## src/rtl/core/cbe_pkg.sv

```systemverilog
// Shared constants for the cubic Bezier easing core.
// Holds config register indexes and the sequencer state codes.
// No dependencies.
package cbe_pkg;

  // Config register indexes
  localparam logic [7:0] REG_X1 = 8'd0;
  localparam logic [7:0] REG_Y1 = 8'd1;
  localparam logic [7:0] REG_X2 = 8'd2;
  localparam logic [7:0] REG_Y2 = 8'd3;

  // Sequencer states
  localparam int unsigned STW = 4;
  localparam logic [STW-1:0] ST_IDLE  = 4'd0;
  localparam logic [STW-1:0] ST_POLY  = 4'd1;
  localparam logic [STW-1:0] ST_PCHK  = 4'd2;
  localparam logic [STW-1:0] ST_DPOLY = 4'd3;
  localparam logic [STW-1:0] ST_DCHK  = 4'd4;
  localparam logic [STW-1:0] ST_DIV   = 4'd5;
  localparam logic [STW-1:0] ST_UPD   = 4'd6;
  localparam logic [STW-1:0] ST_BCHK  = 4'd7;
  localparam logic [STW-1:0] ST_OUT   = 4'd8;

endpackage

```

## src/rtl/core/cubic_bezier_easing.sv

```systemverilog
// Cubic Bezier timing curve evaluator, fixed point, one shared multiplier.
// Depends on cbe_pkg (register indexes, state codes).
//
// Steps: progress at 0 or 1.0 passes straight through; otherwise each Newton step
//   runs x poly, check, slope, check, restoring divide (may be skipped), update;
//   each bisection step a check, x poly and check; then the y poly and output.
// Throughput: one word at a time; in_ready_o is high only when idle.
//   Polynomials use the shared multiplier in Horner form; the divider is bit-serial.
// Reset: async active low; clears sequencer, output valid, and loads
//   x1=0, y1=0, x2=1.0, y2=1.0.
module cubic_bezier_easing #(
  parameter int FRAC_BITS     = 16,
  parameter int NEWTON_STEPS  = 8,
  parameter int TOLERANCE_LSB = 1
) (
  input  logic                        clk_i,
  input  logic                        rst_ni,
  input  logic                        cfg_valid_i,
  output logic                        cfg_ready_o,
  input  logic [7:0]                  cfg_index_i,
  input  logic [FRAC_BITS+2:0]        cfg_data_i,
  input  logic                        in_valid_i,
  output logic                        in_ready_o,
  input  logic [FRAC_BITS:0]          progress_i,
  output logic                        out_valid_o,
  input  logic                        out_ready_i,
  output logic signed [FRAC_BITS+2:0] eased_o
);
  import cbe_pkg::*;

  localparam int F   = FRAC_BITS;
  localparam int XW  = F + 1;
  localparam int YW  = F + 3;
  localparam int CW  = F + 8;    // polynomial coefficients
  localparam int AW  = F + 10;   // Horner accumulator
  localparam int SW  = F + 2;    // curve parameter, signed
  localparam int QB  = F + 2;    // quotient bits before saturation
  localparam int RW  = AW + F + 2;
  localparam int CNW = $clog2(QB);
  localparam int NW  = $clog2(NEWTON_STEPS + 1);

  localparam logic [XW-1:0]        ONE_X  = XW'(1) << F;
  localparam logic signed [CW-1:0] ONE_C  = CW'(1) <<< F;
  localparam logic signed [AW-1:0] YMIN   = -(AW'(2) <<< F);
  localparam logic signed [AW-1:0] YMAX   = AW'(3) <<< F;
  localparam logic [AW-1:0]        TOL    = AW'(TOLERANCE_LSB);
  localparam logic [XW:0]          TOL_X  = (XW+1)'(TOLERANCE_LSB);
  localparam logic [NW-1:0]        NLAST  = NW'(NEWTON_STEPS - 1);

  // Config registers
  logic [XW-1:0] x1_q, x2_q;
  logic [YW-1:0] y1_q, y2_q;

  assign cfg_ready_o = 1'b1;

  always_ff @(posedge clk_i or negedge rst_ni) begin
    if (!rst_ni) begin
      x1_q <= '0;
      y1_q <= '0;
      x2_q <= ONE_X;
      y2_q <= YW'(ONE_X);
    end else if (cfg_valid_i) begin
      unique case (cfg_index_i)
        REG_X1:  x1_q <= cfg_data_i[XW-1:0];
        REG_Y1:  y1_q <= cfg_data_i;
        REG_X2:  x2_q <= cfg_data_i[XW-1:0];
        REG_Y2:  y2_q <= cfg_data_i;
        default: ;
      endcase
    end
  end

  // Coefficients from the control points; x controls limited to 1.0
  logic [XW-1:0]        x1c, x2c, t_in;
  logic signed [CW-1:0] x1s, x2s, y1s, y2s;
  logic signed [CW-1:0] cx, bx, ax, cy, by, ay;

  always_comb begin
    x1c  = (x1_q > ONE_X) ? ONE_X : x1_q;
    x2c  = (x2_q > ONE_X) ? ONE_X : x2_q;
    t_in = (progress_i > ONE_X) ? ONE_X : progress_i;
    x1s  = CW'(x1c);
    x2s  = CW'(x2c);
    y1s  = {{(CW-YW){y1_q[YW-1]}}, y1_q};
    y2s  = {{(CW-YW){y2_q[YW-1]}}, y2_q};
    cx   = x1s + x1s + x1s;
    bx   = (x2s - x1s) + (x2s - x1s) + (x2s - x1s) - cx;
    ax   = ONE_C - cx - bx;
    cy   = y1s + y1s + y1s;
    by   = (y2s - y1s) + (y2s - y1s) + (y2s - y1s) - cy;
    ay   = ONE_C - cy - by;
  end

  // Datapath and sequencer registers
  logic [STW-1:0]        st_q, st_d;
  logic signed [CW-1:0]  ax_q, bx_q, cx_q, ay_q, by_q, cy_q, a3_q, b2_q;
  logic signed [CW-1:0]  ax_d, bx_d, cx_d, ay_d, by_d, cy_d, a3_d, b2_d;
  logic [XW-1:0]         t_q, t_d, lo_q, lo_d, hi_q, hi_d;
  logic signed [SW-1:0]  s_q, s_d;
  logic signed [AW-1:0]  acc_q, acc_d, err_q, err_d;
  logic [1:0]            ph_q, ph_d;
  logic                  ysel_q, ysel_d, bis_q, bis_d, qneg_q, qneg_d;
  logic [NW-1:0]         ni_q, ni_d;
  logic [RW-1:0]         rem_q, rem_d, dsh_q, dsh_d;
  logic [QB-1:0]         qm_q, qm_d;
  logic [CNW-1:0]        cnt_q, cnt_d;
  logic signed [YW-1:0]  eased_q, eased_d;

  // Shared multiplier: round-to-nearest Q.F product against s
  logic signed [CW-1:0]    p2, p1, p0;
  logic signed [AW-1:0]    mul_a, mul_r;
  logic signed [AW+SW-1:0] prod, rnd;

  always_comb begin
    p2 = ysel_q ? ay_q : ax_q;
    p1 = ysel_q ? by_q : bx_q;
    p0 = ysel_q ? cy_q : cx_q;
    if (st_q == ST_DPOLY) begin
      mul_a = (ph_q == 2'd0) ? AW'(a3_q) : acc_q + AW'(b2_q);
    end else begin
      unique case (ph_q)
        2'd0:    mul_a = AW'(p2);
        2'd1:    mul_a = acc_q + AW'(p1);
        default: mul_a = acc_q + AW'(p0);
      endcase
    end
    prod  = mul_a * (AW+SW)'(s_q);
    rnd   = prod + (AW+SW)'(1 <<< (F-1));
    mul_r = rnd[AW+F-1:F];
  end

  // Helpers for the check states
  logic signed [AW-1:0] diff, dval;
  logic [AW-1:0]        adiff, adval;
  logic [AW+1:0]        ad4;
  logic [XW:0]          span, mid;
  logic [XW-1:0]        nlo, nhi;
  logic signed [QB:0]   qs;
  logic signed [QB+1:0] snew;

  always_comb begin
    diff  = acc_q - AW'(t_q);
    adiff = diff[AW-1] ? AW'(-diff) : AW'(diff);
    dval  = acc_q + AW'(cx_q);
    adval = dval[AW-1] ? AW'(-dval) : AW'(dval);
    ad4   = {adval, 2'b00};
    span  = {1'b0, hi_q} - {1'b0, lo_q};
    // x(s) below t: raise the low end, else lower the high end
    nlo   = diff[AW-1] ? s_q[XW-1:0] : lo_q;
    nhi   = diff[AW-1] ? hi_q : s_q[XW-1:0];
    mid   = {1'b0, nlo} + {1'b0, nhi};
    qs    = qneg_q ? -$signed({1'b0, qm_q}) : $signed({1'b0, qm_q});
    snew  = (QB+2)'(s_q) - (QB+2)'(qs);
  end

  always_comb begin
    st_d = st_q;
    ax_d = ax_q; bx_d = bx_q; cx_d = cx_q; ay_d = ay_q; by_d = by_q; cy_d = cy_q;
    a3_d = a3_q; b2_d = b2_q;
    t_d = t_q; lo_d = lo_q; hi_d = hi_q; s_d = s_q;
    acc_d = acc_q; err_d = err_q; ph_d = ph_q;
    ysel_d = ysel_q; bis_d = bis_q; qneg_d = qneg_q; ni_d = ni_q;
    rem_d = rem_q; dsh_d = dsh_q; qm_d = qm_q; cnt_d = cnt_q;
    eased_d = eased_q;
    unique case (st_q)
      ST_IDLE: begin
        if (in_valid_i) begin
          ax_d = ax; bx_d = bx; cx_d = cx; ay_d = ay; by_d = by; cy_d = cy;
          a3_d = ax + ax + ax;
          b2_d = bx + bx;
          t_d  = t_in;
          s_d  = SW'(t_in);
          ph_d = 2'd0; ysel_d = 1'b0; bis_d = 1'b0; ni_d = '0;
          if (t_in == '0 || t_in == ONE_X) begin
            // Ends pass through without solving
            eased_d = YW'(t_in);
            st_d    = ST_OUT;
          end else begin
            st_d = ST_POLY;
          end
        end
      end
      ST_POLY: begin
        acc_d = mul_r;
        ph_d  = ph_q + 2'd1;
        if (ph_q == 2'd2) begin
          ph_d = 2'd0;
          st_d = ST_PCHK;
        end
      end
      ST_PCHK: begin
        if (ysel_q) begin
          if (acc_q < YMIN)      eased_d = YW'(YMIN);
          else if (acc_q > YMAX) eased_d = YW'(YMAX);
          else                   eased_d = acc_q[YW-1:0];
          st_d = ST_OUT;
        end else if (adiff <= TOL) begin
          ysel_d = 1'b1;
          st_d   = ST_POLY;
        end else if (!bis_q) begin
          err_d = diff;
          st_d  = ST_DPOLY;
        end else begin
          // Narrow the bracket toward t, resample at the midpoint
          lo_d = nlo;
          hi_d = nhi;
          s_d  = SW'(mid[XW:1]);
          st_d = ST_BCHK;
        end
      end
      ST_DPOLY: begin
        acc_d = mul_r;
        ph_d  = ph_q + 2'd1;
        if (ph_q == 2'd1) begin
          ph_d = 2'd0;
          st_d = ST_DCHK;
        end
      end
      ST_DCHK: begin
        qneg_d = err_q[AW-1] ^ dval[AW-1];
        if (adval <= TOL) begin
          lo_d = '0; hi_d = ONE_X; bis_d = 1'b1;
          st_d = ST_BCHK;
        end else if ({2'b00, (err_q[AW-1] ? AW'(-err_q) : AW'(err_q))} >= ad4) begin
          // Quotient at 4.0 or past: saturate it, the clamp settles it anyway
          qm_d = '1;
          st_d = ST_UPD;
        end else begin
          rem_d = RW'(err_q[AW-1] ? AW'(-err_q) : AW'(err_q)) << F;
          dsh_d = RW'(adval) << (QB-1);
          qm_d  = '0;
          cnt_d = CNW'(QB-1);
          st_d  = ST_DIV;
        end
      end
      ST_DIV: begin
        if (rem_q >= dsh_q) begin
          rem_d = rem_q - dsh_q;
          qm_d  = {qm_q[QB-2:0], 1'b1};
        end else begin
          qm_d  = {qm_q[QB-2:0], 1'b0};
        end
        dsh_d = dsh_q >> 1;
        cnt_d = cnt_q - CNW'(1);
        if (cnt_q == '0) st_d = ST_UPD;
      end
      ST_UPD: begin
        if (snew[QB+1])                    s_d = '0;
        else if (snew > (QB+2)'(ONE_X))    s_d = SW'(ONE_X);
        else                               s_d = snew[SW-1:0];
        ni_d = ni_q + NW'(1);
        if (ni_q == NLAST) begin
          lo_d = '0; hi_d = ONE_X; bis_d = 1'b1;
          st_d = ST_BCHK;
        end else begin
          st_d = ST_POLY;
        end
      end
      ST_BCHK: begin
        if (span <= TOL_X) ysel_d = 1'b1;
        st_d = ST_POLY;
      end
      ST_OUT: begin
        if (out_ready_i) st_d = ST_IDLE;
      end
      default: st_d = ST_IDLE;
    endcase
  end

  always_ff @(posedge clk_i or negedge rst_ni) begin
    if (!rst_ni) begin
      st_q <= ST_IDLE;
    end else begin
      st_q <= st_d;
    end
  end

  always_ff @(posedge clk_i) begin
    ax_q <= ax_d; bx_q <= bx_d; cx_q <= cx_d; ay_q <= ay_d; by_q <= by_d; cy_q <= cy_d;
    a3_q <= a3_d; b2_q <= b2_d;
    t_q <= t_d; lo_q <= lo_d; hi_q <= hi_d; s_q <= s_d;
    acc_q <= acc_d; err_q <= err_d; ph_q <= ph_d;
    ysel_q <= ysel_d; bis_q <= bis_d; qneg_q <= qneg_d; ni_q <= ni_d;
    rem_q <= rem_d; dsh_q <= dsh_d; qm_q <= qm_d; cnt_q <= cnt_d;
    eased_q <= eased_d;
  end

  assign in_ready_o  = (st_q == ST_IDLE);
  assign out_valid_o = (st_q == ST_OUT);
  assign eased_o     = eased_q;

endmodule
```

## config.mk

```make
export PLATFORM = sky130hd
export DESIGN_NAME = cubic_bezier_easing
export DESIGN_NICKNAME = d
export VERILOG_FILES = /design/src/rtl/core/cbe_pkg.sv /design/src/rtl/core/cubic_bezier_easing.sv
export SDC_FILE = /design/constraint.sdc
export NUM_CORES = 2
export LEC_CHECK = 0
export BUFFER_PORTS_ARGS = -buffer_cell sky130_fd_sc_hd__clkbuf_2
export CAP_MARGIN = 5
export CORE_MARGIN = 2
export CORE_UTILIZATION = 70
export DETAILED_ROUTE_END_ITERATION = 12
export PLACE_DENSITY_LB_ADDON = 0.15
export SLEW_MARGIN = 15
export SYNTH_ARGS = -nofsm -noshare
export SYNTH_HDL_FRONTEND = slang
export SYNTH_SLANG_ARGS = --single-unit
```

## constraint.sdc

```tcl
create_clock -name clk_i -period 18.15 [get_ports clk_i]
set_input_delay 1.815 -clock clk_i [delete_from_list [all_inputs] [get_ports clk_i]]
set_output_delay 1.815 -clock clk_i [all_outputs]
set_load 0.005 [all_outputs]
```

Word-level counts from Yosys, hierarchy flattened --
Cells that the tools add are included. W data, S select, Z words.
Word-level totals: bits in registers 519, input bits 49, output and inout bits 22, logic and storage cells 226
Operators by class: add/subtract/negate cells 36, multiply operators 1, magnitude comparators 11, equal/unequal tests 31, muxes and demuxes 82, bitwise gates (word level) 4, reductions and logical operators 32
Operator list (count):
- $mux W17 | 15
- $mux W44 | 5
- $pmux W44 S2 | 2
- $mux W18 | 8
- $mux W26 | 5
- $mux W19 | 6
- $pmux W17 S3 | 2
- $add A26 B24 Y26 | 3
- $neg A26 Y26 | 3
- $add A24 B24 Y24 | 3
- $mux W24 | 3
- $pmux W18 S3 | 1
- $le A26 B1 Y1 const B | 2
- $pmux W26 S2 | 1
- $gt A17 B17 Y1 const B | 3
- $ge A44 B44 Y1 | 1
- $sub A44 B44 Y44 | 1
- $add A42 B17 Y42 const B | 1
- $mul A26 B18 Y42 | 1
- $pmux W19 S2 | 1
- $add A17 B17 Y18 | 2
- $pmux W18 S2 | 1
- $pmux W4 S9 | 1
- $sub A17 B17 Y18 | 2
- 63 further kinds | 124

Depth between registers and ports, before layout --
word-level depth 9, gate-level depth with buffers 46, mapped depth without buffers 44

Worst setup path before layout --
Ideal clock, no wire load.
kind register -> register, start register ysel_q, end register acc_q[25] (data pin), setup time 0.258 ns, data arrival time 10.711 ns, required time 17.892 ns, slack 7.180 ns, cell stages (with the launch flop) 43, buffers on the path 4, period minus slack after synthesis 10.970 ns, path through edfxtp_1 clkbuf_1 clkbuf_1 buf_1 mux4_2 ha_1 a211oi_1 o21ai_0 a2111oi_0 nor3_1 a41o_1 o21a_1 o41ai_1 o21ai_0 xnor2_1 a211o_1 clkbuf_1 nand2_1 (+7 left out) fa_1 inv_1 fa_1 inv_1 ha_1 a21o_1 a21oi_1 nor2b_1 o21a_1 o21ai_0 nand2b_1 a21o_1 nor3_1 o21ai_0 a41oi_1 xnor2_1 xnor2_1 xnor2_1
Between the ends: word-level cells in the longest chain between the ends 6, elaborated cells between the ends (all ways) 9, those cells by class add/sub: 3; mul: 1; mux: 5
Ends and longest elaborated chain:
- start, declared | line cubic_bezier_easing.sv:102 | logic ysel_q, ysel_d, bis_q, bis_d, qneg_q, qneg_d;
- start signal, assigned | line cubic_bezier_easing.sv:283 | ysel_q <= ysel_d; bis_q <= bis_d; qneg_q <= qneg_d; ni_q <= ni_d;
- $mux W24 (on tied branches) | line cubic_bezier_easing.sv:117, cubic_bezier_easing.sv:116
- $add A26 B24 Y26 (on tied branches) | line cubic_bezier_easing.sv:124, cubic_bezier_easing.sv:123
- $pmux W26 S2 * | line cubic_bezier_easing.sv:121 | unique case (ph_q)
- $mux W26 * | line cubic_bezier_easing.sv:118 | if (st_q == ST_DPOLY) begin
- $mul A26 B18 Y42 * | line cubic_bezier_easing.sv:127 | prod = mul_a * (AW+SW)'(s_q);
- $add A42 B17 Y42 * | line cubic_bezier_easing.sv:128 | rnd = prod + (AW+SW)'(1 <<< (F-1));
- named net rnd[41] | line cubic_bezier_easing.sv:112 | logic signed [AW+SW-1:0] prod, rnd;
- end signal, assigned | line cubic_bezier_easing.sv:282 | acc_q <= acc_d; err_q <= err_d; ph_q <= ph_d;
- end, declared | line cubic_bezier_easing.sv:100 | logic signed [AW-1:0] acc_q, acc_d, err_q, err_d;
The timed path passes the listed nets; every way through them passes the cells marked *. A chain may end at the register's enable or synchronous reset.

Worst setup path in the final report --
Same ends and word-level chain as after synthesis.

==> results.toml <==
[timing]
maxSlewViolCount = 0
post-route-period-util_pct = 64.92
fin_ws_ns = 6.366
period_minus_slack_ns = 11.78
worst_slew_pin_slew_ns = 1.190
hold_violations = 0
setup_viol = 0
fmax_mhz = 84.86
slew_headroom_pct = 20.69
skew_ns = 0.06277
setup_tns_ns = 0
rsz0062_at_grt = "no"

[logic_synthesis]
synth.avg_cell_area_um2 = 9.195
async_flop_share_pct = 15.51
synth_commonest_cells = "869 x inv_1, 679 x nand2_1, 502 x ha_1"
synth-edff-count = 414
syn_inst = 6209
ys_seq_area_share_pct = 25.11
synthesis.nets = 7255
yosysTopAreaCell = "edfxtp_1"
yosysWarnings = 0
synth.top_cell.area_share_pct = 21.77
ys_types = 105
syn-cell-area_um2 = 57090
synthMostInstantiatedCell = "inv_1"
synthTopCellsByArea = "edfxtp_1 22%, fa_1 17%, ha_1 11%, inv_1 5.7%, nand2_1 4.5%"
synth_ff_type = "edfxtp_1"
ys_seq_elements = 490

[die]
coreArea_um2 = 80680
die_h_um = 289.6
die-area_um2 = 83870
start_util_pct = 70.77
rows = 104
ioPinCount = 71
die_x_um = 289.6

[min_path]
min_path_cells = 1
hold_class = "reg -> reg"
min-delay-start = "y2_q[2]"
holdPathEnd = "y2_q[2]"

[route]
ant_nets = 0
drt-vias-per-instance = 6.307
drtIter0Drc = 4022
finalWirelength_um = 156500
drt_pass1_iterations = 5
num_vias = 46120
wire_per_inst_um = 21.41
route.detailed.drc = 0

[cells_and_area]
diodes = 0
nets = 7249
area_delta_synth_final_pct = 6.165
drive_above_1_share_pct = 6.878

[grt]
grt_overflow_total = 0
antenna_found_initial = 3
grt_max_degree = 174
grt_usage_pct = 37.82
grt_pass1_wl_um = 248300
grt_pass1_vias = 46330

[place]
place_ws_ns = 6.287
portBuffers = 69
gp_congestion = 0.9594
dpl.hpwl_um = 118200

[setup_path]
worstSetupPathType = "reg -> reg"
r2r-start = "ysel_q"
crit_arrival_ns = 12.16
crit_buf_inv = 5
rrSetupSlack_ns = 6.37
startpoint_type = "flop"
required_ns = 18.53
regToRegEndpoint = "acc_q[25]"
cp_common_cell = "fa_1"
crit_fanout = 45
crit_path_end_kind = "flop"
cp_slowest_cell = "o41ai_1"
ff2ff_path_depth = 38
slowest_delay_ns = 0.65
crit_family = "compound AO/OA/AOI/OAI gates"

[clocking]
clk_latency_ns = 0.69
cts_resized = 0
cts.clk_slew.worst_paths_ns = 0.06
cts_setup_buffers = 0
cts_tree = "yes"
clock_path_buffers = 3
htreeDepth = 2
cts_buffers = 58
cts_hold_buf = 0
cts.sinks = 490
cts_root_buf = "clkbuf_16"

[flow_run]
cap_violations = 0

[run_status]
status = "completed"
==> worst register-to-register path: cells and delay by family (launching register included) <==
family          cells  cell delay [ns]
flops               1             0.34
mux                 1             0.64
fa+ha+maj           8             3.82
buf+inv             5             0.92
xor+xnor            4             0.56
compound gates     15             4.43
simple gates        5             0.83
==> worst max-delay path by stage <==
stage	startpoint	endpoint	cells past startpoint
2_1_floorplan	ysel_q	acc_q[25]	42
3_3_place_gp	ph_q[1]	acc_q[25]	38
3_5_place_dp	ph_q[1]	acc_q[25]	38
4_1_cts	ph_q[1]	acc_q[25]	38
5_1_grt	ysel_q	acc_q[25]	38
6_report	ysel_q	acc_q[25]	38
==> cell usage in the layout (no fill, tap or decap), types with 21 or more instances in the layout <==
cell type,instances
mux4_2,23
a21o_1,99
o211ai_1,39
inv_1,869
o31ai_1,35
nor2b_1,69
a21oi_1,332
o21a_1,58
and3_1,40
edfxtp_1,414
nor4_1,38
nand2_1,678
fa_1,495
buf_4,63
and2_1,209
o21bai_1,46
nor3_1,101
a31oi_1,36
dfrtp_1,74
or2_2,34
or3_1,31
clkbuf_16,59
nand3_1,82
ha_1,502
xor2_1,149
nand2b_1,68
o21ai_0,270
mux2i_1,35
clkbuf_2,68
xnor2_1,275
mux2_2,77
a21boi_0,21
a211oi_1,57
nor2_1,381
nand4_1,33
==> cells by family (layout without fill, tap and decap cells) <==
| kind of cell | count (synthesis) | in the layout | share of synthesized area, % |
|---|---|---|---|
| other cells | 2 | 2 | 0.01315 |
| simple gates | 1848 | 1848 | 15.58 |
| xor+xnor | 426 | 426 | 6.535 |
| mux | 135 | 135 | 3.040 |
| flops | 490 | 490 | 25.11 |
| fa+ha+maj | 1000 | 1000 | 28.41 |
| buf+inv | 1071 | 1114 | 7.096 |
| compound gates | 1237 | 1237 | 14.22 |
==> state kept, by name, summed over array words and instances, names as in the netlist, 18 cells and up <==
name and cells:
a3_q 23, acc_q 26, ax_q 24, ay_q 24, bx_q 21, by_q 23
cx_q 19, cy_q 21, dsh_q 43, eased_o 19, err_q 26, qm_q 18
rem_q 44, s_q 18, y1_q 19, y2_q 19
==> metal layers <==
metal | wire length (µm) | global-route usage (%) | up-vias
met5 | 18 | 0 | -
met1 | 60530 | 48.50 | 22430
li1 | - | - | 21140
met4 | 7642 | 16.21 | 4
met3 | 13470 | 6.381 | 476
met2 | 74870 | 63.62 | 2065
==> layout make-up <==
class | count | area, µm²
Clock buffer | 76 | 1570
Clock inverter | 33 | 469.2
Fill cell | 5824 | 20060
Inverter | 873 | 3277
Multi-Input combinational cell | 4648 | 38800
Sequential cell | 490 | 14340
Tap cell | 1060 | 1326
Timing Repair Buffer | 132 | 833.3
==> through the flow <==
| step | util (%) | std cells | hold WS [ns] | cell area (µm²) |
|---|---|---|---|---|
| 2_1_floorplan | - | 6209 | 0.4836 | 57090 |
| 4_1_cts | 75.13 | 7312 | 0.5145 | 60610 |
| 5_1_grt | 75.13 | 7312 | 0.5296 | 60610 |
| 6_report | 75.13 | 7312 | 0.5116 | 60610 |
| 3_3_place_gp | 72.60 | 7203 | 0.4938 | 58570 |
| 3_5_place_dp | 72.60 | 7203 | 0.5004 | 58570 |
Power is left out: the tool's default activity adds up to more than one toggle a clock period on the data nets, which glitch-free logic cannot reach.
